[src/hdl/pairwise_dissimilarity_engine_unit_defines.svh]
// Assertion macros shared by the pairwise dissimilarity engine RTL.
// Included by the files that carry concurrent checks; no other dependencies.
`ifndef PAIRWISE_DISSIMILARITY_ENGINE_UNIT_DEFINES_SVH
`define PAIRWISE_DISSIMILARITY_ENGINE_UNIT_DEFINES_SVH
`ifndef SYNTHESIS
// Same-cycle implication check
`define PDE_ASSERT_NOW(label, clk, rst_n, ante, cons) \
  label: assert property (@(posedge clk) disable iff (!rst_n) (ante) |-> (cons)) \
    else $error("pde check failed");
// Next-cycle implication check
`define PDE_ASSERT_NEXT(label, clk, rst_n, ante, cons) \
  label: assert property (@(posedge clk) disable iff (!rst_n) (ante) |=> (cons)) \
    else $error("pde check failed");
`else
`define PDE_ASSERT_NOW(label, clk, rst_n, ante, cons)
`define PDE_ASSERT_NEXT(label, clk, rst_n, ante, cons)
`endif
`endif

[src/hdl/pde_pkg.sv]
// Shared types and constants of the pairwise dissimilarity engine.
// No dependencies; used by pde_ctrl, pde_datapath and the top level.
package pde_pkg;

  // Metric register codes
  localparam logic [2:0] MET_JACCARD      = 3'd0;
  localparam logic [2:0] MET_JACCARD_TURN = 3'd1;
  localparam logic [2:0] MET_SORENSEN     = 3'd2;
  localparam logic [2:0] MET_SIMPSON      = 3'd3;
  localparam logic [2:0] MET_BRAY         = 3'd4;
  localparam logic [2:0] MET_BRAY_TURN    = 3'd5;

  localparam int         FRAC_BITS = 16;
  localparam int         STEP_W    = 4;
  localparam logic [STEP_W-1:0] STEP_LAST = 4'd15;
  localparam logic [16:0] Q_ONE    = 17'h10000;

  // Controller states
  typedef enum logic [2:0] {
    ST_IDLE = 3'b001,
    ST_DIV  = 3'b010,
    ST_HOLD = 3'b100
  } state_t;

  // Commands from controller to datapath
  typedef struct packed {
    logic acc_en;   // item accepted: accumulate
    logic load;     // last item accepted: latch operands, clear accumulators
    logic step;     // one quotient bit
    logic finish;   // final quotient bit, register result
  } cmd_t;

endpackage

[src/hdl/pde_ctrl.sv]
// Controller of the pairwise dissimilarity engine: handshakes and divide sequencing.
// Depends on pde_pkg and the assertion macro header.
`include "pairwise_dissimilarity_engine_unit_defines.svh"
module pde_ctrl (
  input  logic          clk,
  input  logic          rst_n,
  input  logic          in_valid,
  input  logic          in_last_species,
  output logic          in_ready,
  output logic          out_valid,
  input  logic          out_ready,
  output pde_pkg::cmd_t cmd
);

  pde_pkg::state_t             state_r, state_nxt;
  logic [pde_pkg::STEP_W-1:0]  step_cnt_r, step_cnt_nxt;
  logic                        in_acc;

  // Out of reset, non-last items flow any time; a last item waits until the controller is idle
  assign in_ready  = rst_n && (!in_last_species || (state_r == pde_pkg::ST_IDLE));
  assign in_acc    = in_valid && in_ready;
  assign out_valid = (state_r == pde_pkg::ST_HOLD);

  // Datapath commands
  always_comb begin
    cmd.acc_en = in_acc;
    cmd.load   = in_acc && in_last_species;
    cmd.step   = (state_r == pde_pkg::ST_DIV);
    cmd.finish = (state_r == pde_pkg::ST_DIV) && (step_cnt_r == pde_pkg::STEP_LAST);
  end

  // Next state
  always_comb begin
    state_nxt    = state_r;
    step_cnt_nxt = step_cnt_r;
    case (state_r)
      pde_pkg::ST_IDLE: begin
        step_cnt_nxt = '0;
        if (cmd.load) state_nxt = pde_pkg::ST_DIV;
      end
      pde_pkg::ST_DIV: begin
        step_cnt_nxt = step_cnt_r + 1'b1;
        if (cmd.finish) state_nxt = pde_pkg::ST_HOLD;
      end
      pde_pkg::ST_HOLD: begin
        if (out_ready) state_nxt = pde_pkg::ST_IDLE;
      end
      default: begin
        state_nxt    = pde_pkg::ST_IDLE;
        step_cnt_nxt = '0;
      end
    endcase
  end

  always_ff @(posedge clk) begin
    if (!rst_n) begin
      state_r    <= pde_pkg::ST_IDLE;
      step_cnt_r <= '0;
    end else begin
      state_r    <= state_nxt;
      step_cnt_r <= step_cnt_nxt;
    end
  end

  // Checks
  `PDE_ASSERT_NEXT(a_load_starts_div, clk, rst_n, cmd.load, state_r == pde_pkg::ST_DIV)
  `PDE_ASSERT_NEXT(a_finish_gives_result, clk, rst_n, cmd.finish, out_valid)
  `PDE_ASSERT_NOW(a_last_only_when_idle, clk, rst_n, cmd.load, !cmd.step && !out_valid)

endmodule

[src/hdl/pde_datapath.sv]
// Datapath of the pairwise dissimilarity engine: accumulators, operand select,
// restoring divider and result register. Depends on pde_pkg and the macro header.
`include "pairwise_dissimilarity_engine_unit_defines.svh"
module pde_datapath #(
  parameter int MAX_SPECIES = 1024
) (
  input  logic          clk,
  input  logic          rst_n,
  input  pde_pkg::cmd_t cmd,
  input  logic          cfg_valid,
  input  logic [2:0]    cfg_metric,
  input  logic [15:0]   abund_a,
  input  logic [15:0]   abund_b,
  output logic [16:0]   dissimilarity,
  output logic          zero_denominator
);

  localparam longint unsigned CNT_CAP_L = 64'(MAX_SPECIES);
  localparam longint unsigned SUM_CAP_L = 64'(MAX_SPECIES) * 64'd65535;
  localparam int CNT_W = $clog2(CNT_CAP_L + 1);
  localparam int SUM_W = $clog2(SUM_CAP_L + 1);
  localparam int DEN_W = SUM_W + 1;
  localparam logic [CNT_W:0] CNT_CAP = (CNT_W+1)'(CNT_CAP_L);
  localparam logic [SUM_W:0] SUM_CAP = (SUM_W+1)'(SUM_CAP_L);

  // Saturating accumulate helpers
  function automatic logic [CNT_W-1:0] sat_cnt(input logic [CNT_W-1:0] acc, input logic inc);
    logic [CNT_W:0] s;
    s = {1'b0, acc} + (CNT_W+1)'(inc);
    sat_cnt = (s > CNT_CAP) ? CNT_CAP[CNT_W-1:0] : s[CNT_W-1:0];
  endfunction

  function automatic logic [SUM_W-1:0] sat_sum(input logic [SUM_W-1:0] acc,
                                               input logic [15:0] inc);
    logic [SUM_W:0] s;
    s = {1'b0, acc} + (SUM_W+1)'(inc);
    sat_sum = (s > SUM_CAP) ? SUM_CAP[SUM_W-1:0] : s[SUM_W-1:0];
  endfunction

  logic [2:0]         metric_r;
  logic [CNT_W-1:0]   cnt_a_r, cnt_b_r, cnt_both_r;
  logic [CNT_W-1:0]   cnt_a_nxt, cnt_b_nxt, cnt_both_nxt;
  logic [SUM_W-1:0]   sum_a_r, sum_b_r, sum_min_r, sum_diff_r, sum_max_r;
  logic [SUM_W-1:0]   sum_a_nxt, sum_b_nxt, sum_min_nxt, sum_diff_nxt, sum_max_nxt;
  logic               pres_a, pres_b;
  logic [15:0]        lo, hi;
  logic [DEN_W-1:0]   ab, num_sel, den_sel;
  logic               inv_sel, unused_sel;
  logic [DEN_W-1:0]   den_r, rem_r;
  logic [DEN_W:0]     rem_sh;
  logic               ge;
  logic [pde_pkg::FRAC_BITS-1:0] q_r, q_nxt;
  logic               inv_r, unused_r, zero_r, full_r;
  logic [16:0]        res_nxt, dissim_r;

  // Metric register
  always_ff @(posedge clk) begin
    if (!rst_n)         metric_r <= pde_pkg::MET_JACCARD;
    else if (cfg_valid) metric_r <= cfg_metric;
  end

  // Per-item accumulate, current item included
  always_comb begin
    pres_a       = |abund_a;
    pres_b       = |abund_b;
    lo           = (abund_a < abund_b) ? abund_a : abund_b;
    hi           = (abund_a < abund_b) ? abund_b : abund_a;
    cnt_a_nxt    = sat_cnt(cnt_a_r, pres_a && !pres_b);
    cnt_b_nxt    = sat_cnt(cnt_b_r, !pres_a && pres_b);
    cnt_both_nxt = sat_cnt(cnt_both_r, pres_a && pres_b);
    sum_a_nxt    = sat_sum(sum_a_r, abund_a);
    sum_b_nxt    = sat_sum(sum_b_r, abund_b);
    sum_min_nxt  = sat_sum(sum_min_r, lo);
    sum_diff_nxt = sat_sum(sum_diff_r, hi - lo);
    sum_max_nxt  = sat_sum(sum_max_r, hi);
  end

  always_ff @(posedge clk) begin
    if (!rst_n || cmd.load) begin
      cnt_a_r    <= '0;
      cnt_b_r    <= '0;
      cnt_both_r <= '0;
      sum_a_r    <= '0;
      sum_b_r    <= '0;
      sum_min_r  <= '0;
      sum_diff_r <= '0;
      sum_max_r  <= '0;
    end else if (cmd.acc_en) begin
      cnt_a_r    <= cnt_a_nxt;
      cnt_b_r    <= cnt_b_nxt;
      cnt_both_r <= cnt_both_nxt;
      sum_a_r    <= sum_a_nxt;
      sum_b_r    <= sum_b_nxt;
      sum_min_r  <= sum_min_nxt;
      sum_diff_r <= sum_diff_nxt;
      sum_max_r  <= sum_max_nxt;
    end
  end

  // Operand select; numerator never exceeds denominator
  always_comb begin
    ab         = DEN_W'(cnt_a_nxt) + DEN_W'(cnt_b_nxt);
    num_sel    = '0;
    den_sel    = '0;
    inv_sel    = 1'b0;
    unused_sel = 1'b0;
    case (metric_r)
      pde_pkg::MET_JACCARD: begin
        num_sel = DEN_W'(cnt_both_nxt);
        den_sel = ab + DEN_W'(cnt_both_nxt);
        inv_sel = 1'b1;
      end
      pde_pkg::MET_JACCARD_TURN: begin
        num_sel = ab;
        den_sel = ab + DEN_W'(cnt_both_nxt);
      end
      pde_pkg::MET_SORENSEN: begin
        num_sel = DEN_W'(cnt_both_nxt) << 1;
        den_sel = ab + (DEN_W'(cnt_both_nxt) << 1);
        inv_sel = 1'b1;
      end
      pde_pkg::MET_SIMPSON: begin
        num_sel = DEN_W'(sum_min_nxt);
        den_sel = (sum_a_nxt < sum_b_nxt) ? DEN_W'(sum_a_nxt) : DEN_W'(sum_b_nxt);
        inv_sel = 1'b1;
      end
      pde_pkg::MET_BRAY: begin
        num_sel = DEN_W'(sum_diff_nxt);
        den_sel = DEN_W'(sum_a_nxt) + DEN_W'(sum_b_nxt);
      end
      pde_pkg::MET_BRAY_TURN: begin
        num_sel = DEN_W'(sum_diff_nxt);
        den_sel = DEN_W'(sum_max_nxt);
      end
      default: unused_sel = 1'b1;
    endcase
  end

  // Restoring divider step: one quotient bit per cycle
  always_comb begin
    rem_sh = {rem_r, 1'b0};
    ge     = (rem_sh >= {1'b0, den_r});
    q_nxt  = {q_r[pde_pkg::FRAC_BITS-2:0], ge};
  end

  always_ff @(posedge clk) begin
    if (cmd.load) begin
      den_r    <= den_sel;
      rem_r    <= num_sel;
      q_r      <= '0;
      inv_r    <= inv_sel;
      unused_r <= unused_sel;
      zero_r   <= (den_sel == '0) && !unused_sel;
      full_r   <= (num_sel >= den_sel);
    end else if (cmd.step) begin
      rem_r <= ge ? DEN_W'(rem_sh - {1'b0, den_r}) : rem_sh[DEN_W-1:0];
      q_r   <= q_nxt;
    end
  end

  // Final value: unused codes give zero; zero denominator reads as ratio zero, full ratio as one
  always_comb begin
    if (unused_r)    res_nxt = '0;
    else if (zero_r) res_nxt = inv_r ? pde_pkg::Q_ONE : 17'd0;
    else if (full_r) res_nxt = inv_r ? 17'd0 : pde_pkg::Q_ONE;
    else if (inv_r)  res_nxt = pde_pkg::Q_ONE - {1'b0, q_nxt};
    else             res_nxt = {1'b0, q_nxt};
  end

  always_ff @(posedge clk) begin
    if (cmd.finish) dissim_r <= res_nxt;
  end

  assign dissimilarity    = dissim_r;
  assign zero_denominator = zero_r;

  // Checks
  `PDE_ASSERT_NEXT(a_result_in_range, clk, rst_n, cmd.finish, dissim_r <= pde_pkg::Q_ONE)
  `PDE_ASSERT_NEXT(a_zero_den_extreme, clk, rst_n, cmd.finish, !zero_r || dissim_r == 17'd0 || dissim_r == pde_pkg::Q_ONE)
  `PDE_ASSERT_NEXT(a_load_clears_counts, clk, rst_n, cmd.load, cnt_a_r == '0 && cnt_both_r == '0 && sum_a_r == '0)

endmodule

[src/hdl/pairwise_dissimilarity_engine_unit.sv]
// Pairwise dissimilarity engine, top level.
// Input channel: one species per item (abundance in site A and B, last flag).
// Result channel: one Q1.16 dissimilarity (65536 = one) and a zero-denominator
// flag per vector pair, emitted after the item marked last_species.
// Config channel: 3-bit metric (0 Jaccard, 1 Jaccard turnover, 2 Sorensen,
// 3 Simpson, 4 Bray-Curtis, 5 Bray-Curtis turnover); cfg_ready is high out of reset.
// Throughput: one species item per cycle while in_ready is high. A restoring
// divider produces one quotient bit per cycle and registers the result with
// the final bit. Items of the next vector keep flowing during the divide; only
// its last item waits until the previous result has been taken.
// Receiver stall: the result holds in its register; non-last items still
// accumulate, the next last item is held off.
// Reset (synchronous, rst_n low): accumulators clear, metric returns to
// Jaccard, no result pending, in_ready and cfg_ready low. Counts saturate at
// MAX_SPECIES, sums at MAX_SPECIES * 65535, without a flag.
module pairwise_dissimilarity_engine_unit #(
  parameter int MAX_SPECIES = 1024
) (
  input  logic        clk,
  input  logic        rst_n,
  input  logic        in_valid,
  output logic        in_ready,
  input  logic [15:0] in_abund_a,
  input  logic [15:0] in_abund_b,
  input  logic        in_last_species,
  output logic        out_valid,
  input  logic        out_ready,
  output logic [16:0] out_dissimilarity,
  output logic        out_zero_denominator,
  input  logic        cfg_valid,
  output logic        cfg_ready,
  input  logic [2:0]  cfg_metric
);

  pde_pkg::cmd_t cmd;

  assign cfg_ready = rst_n;

  // Sequencer
  pde_ctrl u_ctrl (
    .clk             (clk),
    .rst_n           (rst_n),
    .in_valid        (in_valid),
    .in_last_species (in_last_species),
    .in_ready        (in_ready),
    .out_valid       (out_valid),
    .out_ready       (out_ready),
    .cmd             (cmd)
  );

  // Accumulators and divider
  pde_datapath #(
    .MAX_SPECIES (MAX_SPECIES)
  ) u_datapath (
    .clk              (clk),
    .rst_n            (rst_n),
    .cmd              (cmd),
    .cfg_valid        (cfg_valid),
    .cfg_metric       (cfg_metric),
    .abund_a          (in_abund_a),
    .abund_b          (in_abund_b),
    .dissimilarity    (out_dissimilarity),
    .zero_denominator (out_zero_denominator)
  );

endmodule

[config.mk]
export PLATFORM = sky130hd
export DESIGN_NAME = pairwise_dissimilarity_engine_unit
export DESIGN_NICKNAME = d
export VERILOG_FILES = /design/src/hdl/pde_pkg.sv /design/src/hdl/pde_ctrl.sv /design/src/hdl/pde_datapath.sv /design/src/hdl/pairwise_dissimilarity_engine_unit.sv
export VERILOG_INCLUDE_DIRS = /design/src /design/src/hdl
export SDC_FILE = /design/constraint.sdc
export NUM_CORES = 1
export LEC_CHECK = 0
export CORE_UTILIZATION = 55
export DETAILED_ROUTE_END_ITERATION = 8
export DONT_BUFFER_PORTS = 1
export HOLD_SLACK_MARGIN = 0.1
export PLACE_DENSITY = 0.81
export SETUP_SLACK_MARGIN = 0.05
export SYNTH_ARGS = -nofsm -noshare
export SYNTH_HDL_FRONTEND = slang
export SYNTH_SLANG_ARGS = --single-unit
[constraint.sdc]
create_clock -name clk -period 9.9 [get_ports clk]
set_input_delay 1.98 -clock clk [delete_from_list [all_inputs] [get_ports clk]]
set_output_delay 1.98 -clock clk [all_outputs]
set_load 0.01 [all_outputs]
==> results.json <==
{
  "period_needed_ns": 9.313,
  "cp_slowest_cell": "or3_4",
  "hold_viol": 0,
  "vias": 26584,
  "clock.fmax_mhz": 107.4,
  "postCtsHoldBufs": 0,
  "die_area_sq_um": 47310,
  "die_x_um": 217.5,
  "grt-ovfl-total": 0,
  "ys_warn_count": 0,
  "clkTransAtPathRegs_ns": 0.06,
  "switching_share": 0.3809,
  "hpwl_um": 68790,
  "power_density_nw_per_um2": 149.4,
  "final.setup.tns_ns": 0,
  "dp_cells": 4052,
  "root_buffer": "clkbuf_16",
  "ys_seq_elements": 263,
  "clk_path_buf_depth": 3,
  "fin_area_sq_um": 28610,
  "port_buffers": 0,
  "fin_nets": 3788,
  "holdPathStages": 2,
  "status": "finished, final reports clean",
  "drive_gt1_frac": 0.1023,
  "track_usage": 0.3639,
  "syn_avg_cell_area_sq_um": 7.495,
  "startpoint_type": "input port",
  "routabilityCongestion": 1.053,
  "grt_pass1_vias": 23820,
  "io_pins": 62,
  "p_seq_frac": 0.280,
  "clock_latency_ns": 0.58,
  "drt_wl_total_um": 88500,
  "synth_fp_nets": 3705,
  "cp_common_cell": "a21oi_1",
  "total_power_mw": 4.275,
  "firstDrtPassIters": 8,
  "tritoncts.num_buffers": 35,
  "rrSetupSlack_ns": 1.81,
  "wire_per_inst_um": 21.49,
  "core_sq_um": 45580,
  "setup_violations": 0,
  "pwr-share-clk": 0.329,
  "cp.required_ns": 10.20,
  "synth_ff_type": "dfxtp_1",
  "worstSetupEndpointType": "flop",
  "rr_worst_depth": 32,
  "fin_ws_ns": 0.5874,
  "worstHoldStart": "u_datapath.sum_min_r[6]",
  "hold_end": "u_datapath.sum_min_r[6]",
  "ys_types": 98,
  "synth-edff-count": 75,
  "whs_ns": 0.4659,
  "cap_violations": 0,
  "drc": 0,
  "ys_seq_area_frac": 0.2355,
  "p_int_mw": 2.647,
  "grt_start_max_net_pins": 115,
  "relSlewSlack": 0.3039,
  "start_util": 0.5604,
  "syn_area_sq_um": 25540,
  "die_h_um": 217.5,
  "syn2layout_area_growth_pct": 12.02,
  "fp-row-count": 78,
  "cp_data_arrival_time_ns": 9.61,
  "timing.rr.end": "u_datapath.full_r",
  "fin_skew_ns": 0.02235,
  "syn_inst": 3408,
  "reg2reg_from": "u_datapath.sum_b_r[0]",
  "final_util": 0.6278,
  "cts_tree": "built",
  "dpl_cell_area_sq_um": 27180,
  "finalMaxSlewViolations": 0,
  "p_switching_mw": 1.628,
  "stdcell_count": 4119,
  "worst_slew_pin_slew_ns": 1.044,
  "power_leakage_nw": 12.39,
  "cts_sinks": 263,
  "ir_drop_mv": 0.1808,
  "combPwrFrac": 0.392,
  "hp-class": "reg2reg",
  "grt_pass1_wl_um": 135400,
  "fin_crit_sh": 0.9407,
  "worstPathMaxFanout": 4,
  "slowest_delay_ns": 0.41,
  "crit_type": "in2reg",
  "first_iter_violations": 3297,
  "place_ws_ns": -0.1715,
  "htreeDepth": 2,
  "viasPerCell": 6.454,
  "synth_async_sr_flop_share": 0,
  "antenna_found_initial": 1,
  "drtAntennaViolNets": 0
}
## flip-flops by register name (all words and copies together), names as in the netlist, 3 cells and up
| register | count |
|---|---|
| u_datapath.sum_diff_r | 26 |
| u_datapath.cnt_a_r | 11 |
| u_datapath.q_r | 15 |
| u_datapath.sum_min_r | 26 |
| u_datapath.den_r | 27 |
| u_datapath.cnt_b_r | 11 |
| u_datapath.sum_a_r | 26 |
| u_ctrl.step_cnt_r | 4 |
| u_datapath.sum_max_r | 26 |
| u_datapath.dissimilarity | 17 |
| u_ctrl.state_r | 3 |
| u_datapath.rem_r | 27 |
| u_datapath.metric_r | 3 |
| u_datapath.cnt_both_r | 11 |
| u_datapath.sum_b_r | 26 |
## power groups by stage
stage | Sequential [mW] | Combinational (mW) | Clock [mW]
global route | 1.20 | 1.78 | 1.46
finish | 1.20 | 1.67 | 1.41
detailed placement | 1.22 | 1.60 | 0
floorplan | 1.20 | 1.06 | 0
CTS | 1.19 | 1.61 | 1.42
global placement | 1.22 | 1.59 | 0
## layout make-up
type / instances / area [sq um]
Antenna cell: 1 / 2.502
Clock buffer: 43 / 967.2
Clock inverter: 21 / 289.0
Fill cell: 3952 / 16960
Inverter: 196 / 735.7
Multi-Input combinational cell: 2804 / 18400
Sequential cell: 263 / 6016
Tap cell: 600 / 750.7
Timing Repair Buffer: 191 / 1450
## worst max-delay path, delay by kind of cell
kind,cells,cell delay (ns)
AND/OR/NAND/NOR,14,2.17
multiplexers,1,0.23
AO/OA/AOI/OAI,21,2.92
XOR/XNOR,2,0.31
buffers and inverters,5,0.77
adder cells (fa/ha/maj),5,1.22
## synth_stat cells, types with 24 or more instances
cell,count,share of area
xor2_1,79,0.027
and3_1,48,0.012
dfxtp_1,188,0.15
nand4_1,36,0.0088
ha_1,246,0.12
inv_1,192,0.028
nor3_1,99,0.019
nand2_1,356,0.052
nand2b_1,55,0.013
o211ai_1,34,0.010
a21o_1,57,0.017
a211oi_1,73,0.021
and2_1,30,0.0073
edfxtp_1,75,0.088
clkbuf_1,115,0.017
nor4_1,27,0.0066
o21a_1,48,0.014
nor2_1,394,0.058
nor2b_1,59,0.014
mux2i_1,24,0.0094
a21oi_1,312,0.061
xnor2_1,111,0.038
o21ai_0,188,0.037
nand3_1,91,0.018
a31oi_1,28,0.0069
## layer usage
metal  vias up  GRT usage  share of wire
met5         -          0              0
met4         0     0.1779          0.053
met3       231    0.07308          0.099
met2      1402     0.5514           0.42
met1     12427     0.4908           0.42
li1      12524          -              -
## cell families after synthesis
group	Yosys count	synth area share
multiplexers	45	0.01866
AO/OA/AOI/OAI	1008	0.2590
flip-flops	263	0.2355
AND/OR/NAND/NOR	1305	0.2421
XOR/XNOR	190	0.06515
buffers and inverters	341	0.05119
adder cells (fa/ha/maj)	256	0.1283
## cells in the final DEF, fill, tap and decap left out, drive strengths merged, types with 48 or more instances in the layout
master,n
ha,246
nor2,394
buf,191
and3,49
o21a,48
edfxtp,75
nand3,92
dfxtp,188
nor3,99
nand2,357
nor2b,59
inv,197
o21ai,196
a21o,57
xor2,79
xnor2,111
a21oi,313
nand2b,55
a211oi,74
## timing repair
action / CTS / global route
buffers inserted: 0 / 2
endpoints found under the hold margin: 0 / 0
resized for setup: 0 / 36
endpoints found under the setup margin: 0 / 2
## worst max-delay path by stage
stage	start	cells past startpoint	slack [ns]	endpoint
6_report	in_abund_b[1]	48	0.59	u_datapath.full_r
3_3_place_gp	in_abund_b[5]	48	-0.03	u_datapath.full_r
5_1_grt	in_abund_b[14]	49	-0.01	u_datapath.full_r
4_1_cts	in_abund_b[5]	48	0.30	u_datapath.full_r
3_5_place_dp	in_abund_b[5]	48	-0.17	u_datapath.full_r
2_1_floorplan	in_abund_b[1]	42	0.10	u_datapath.full_r
Power figures use the tool's default switching activity.
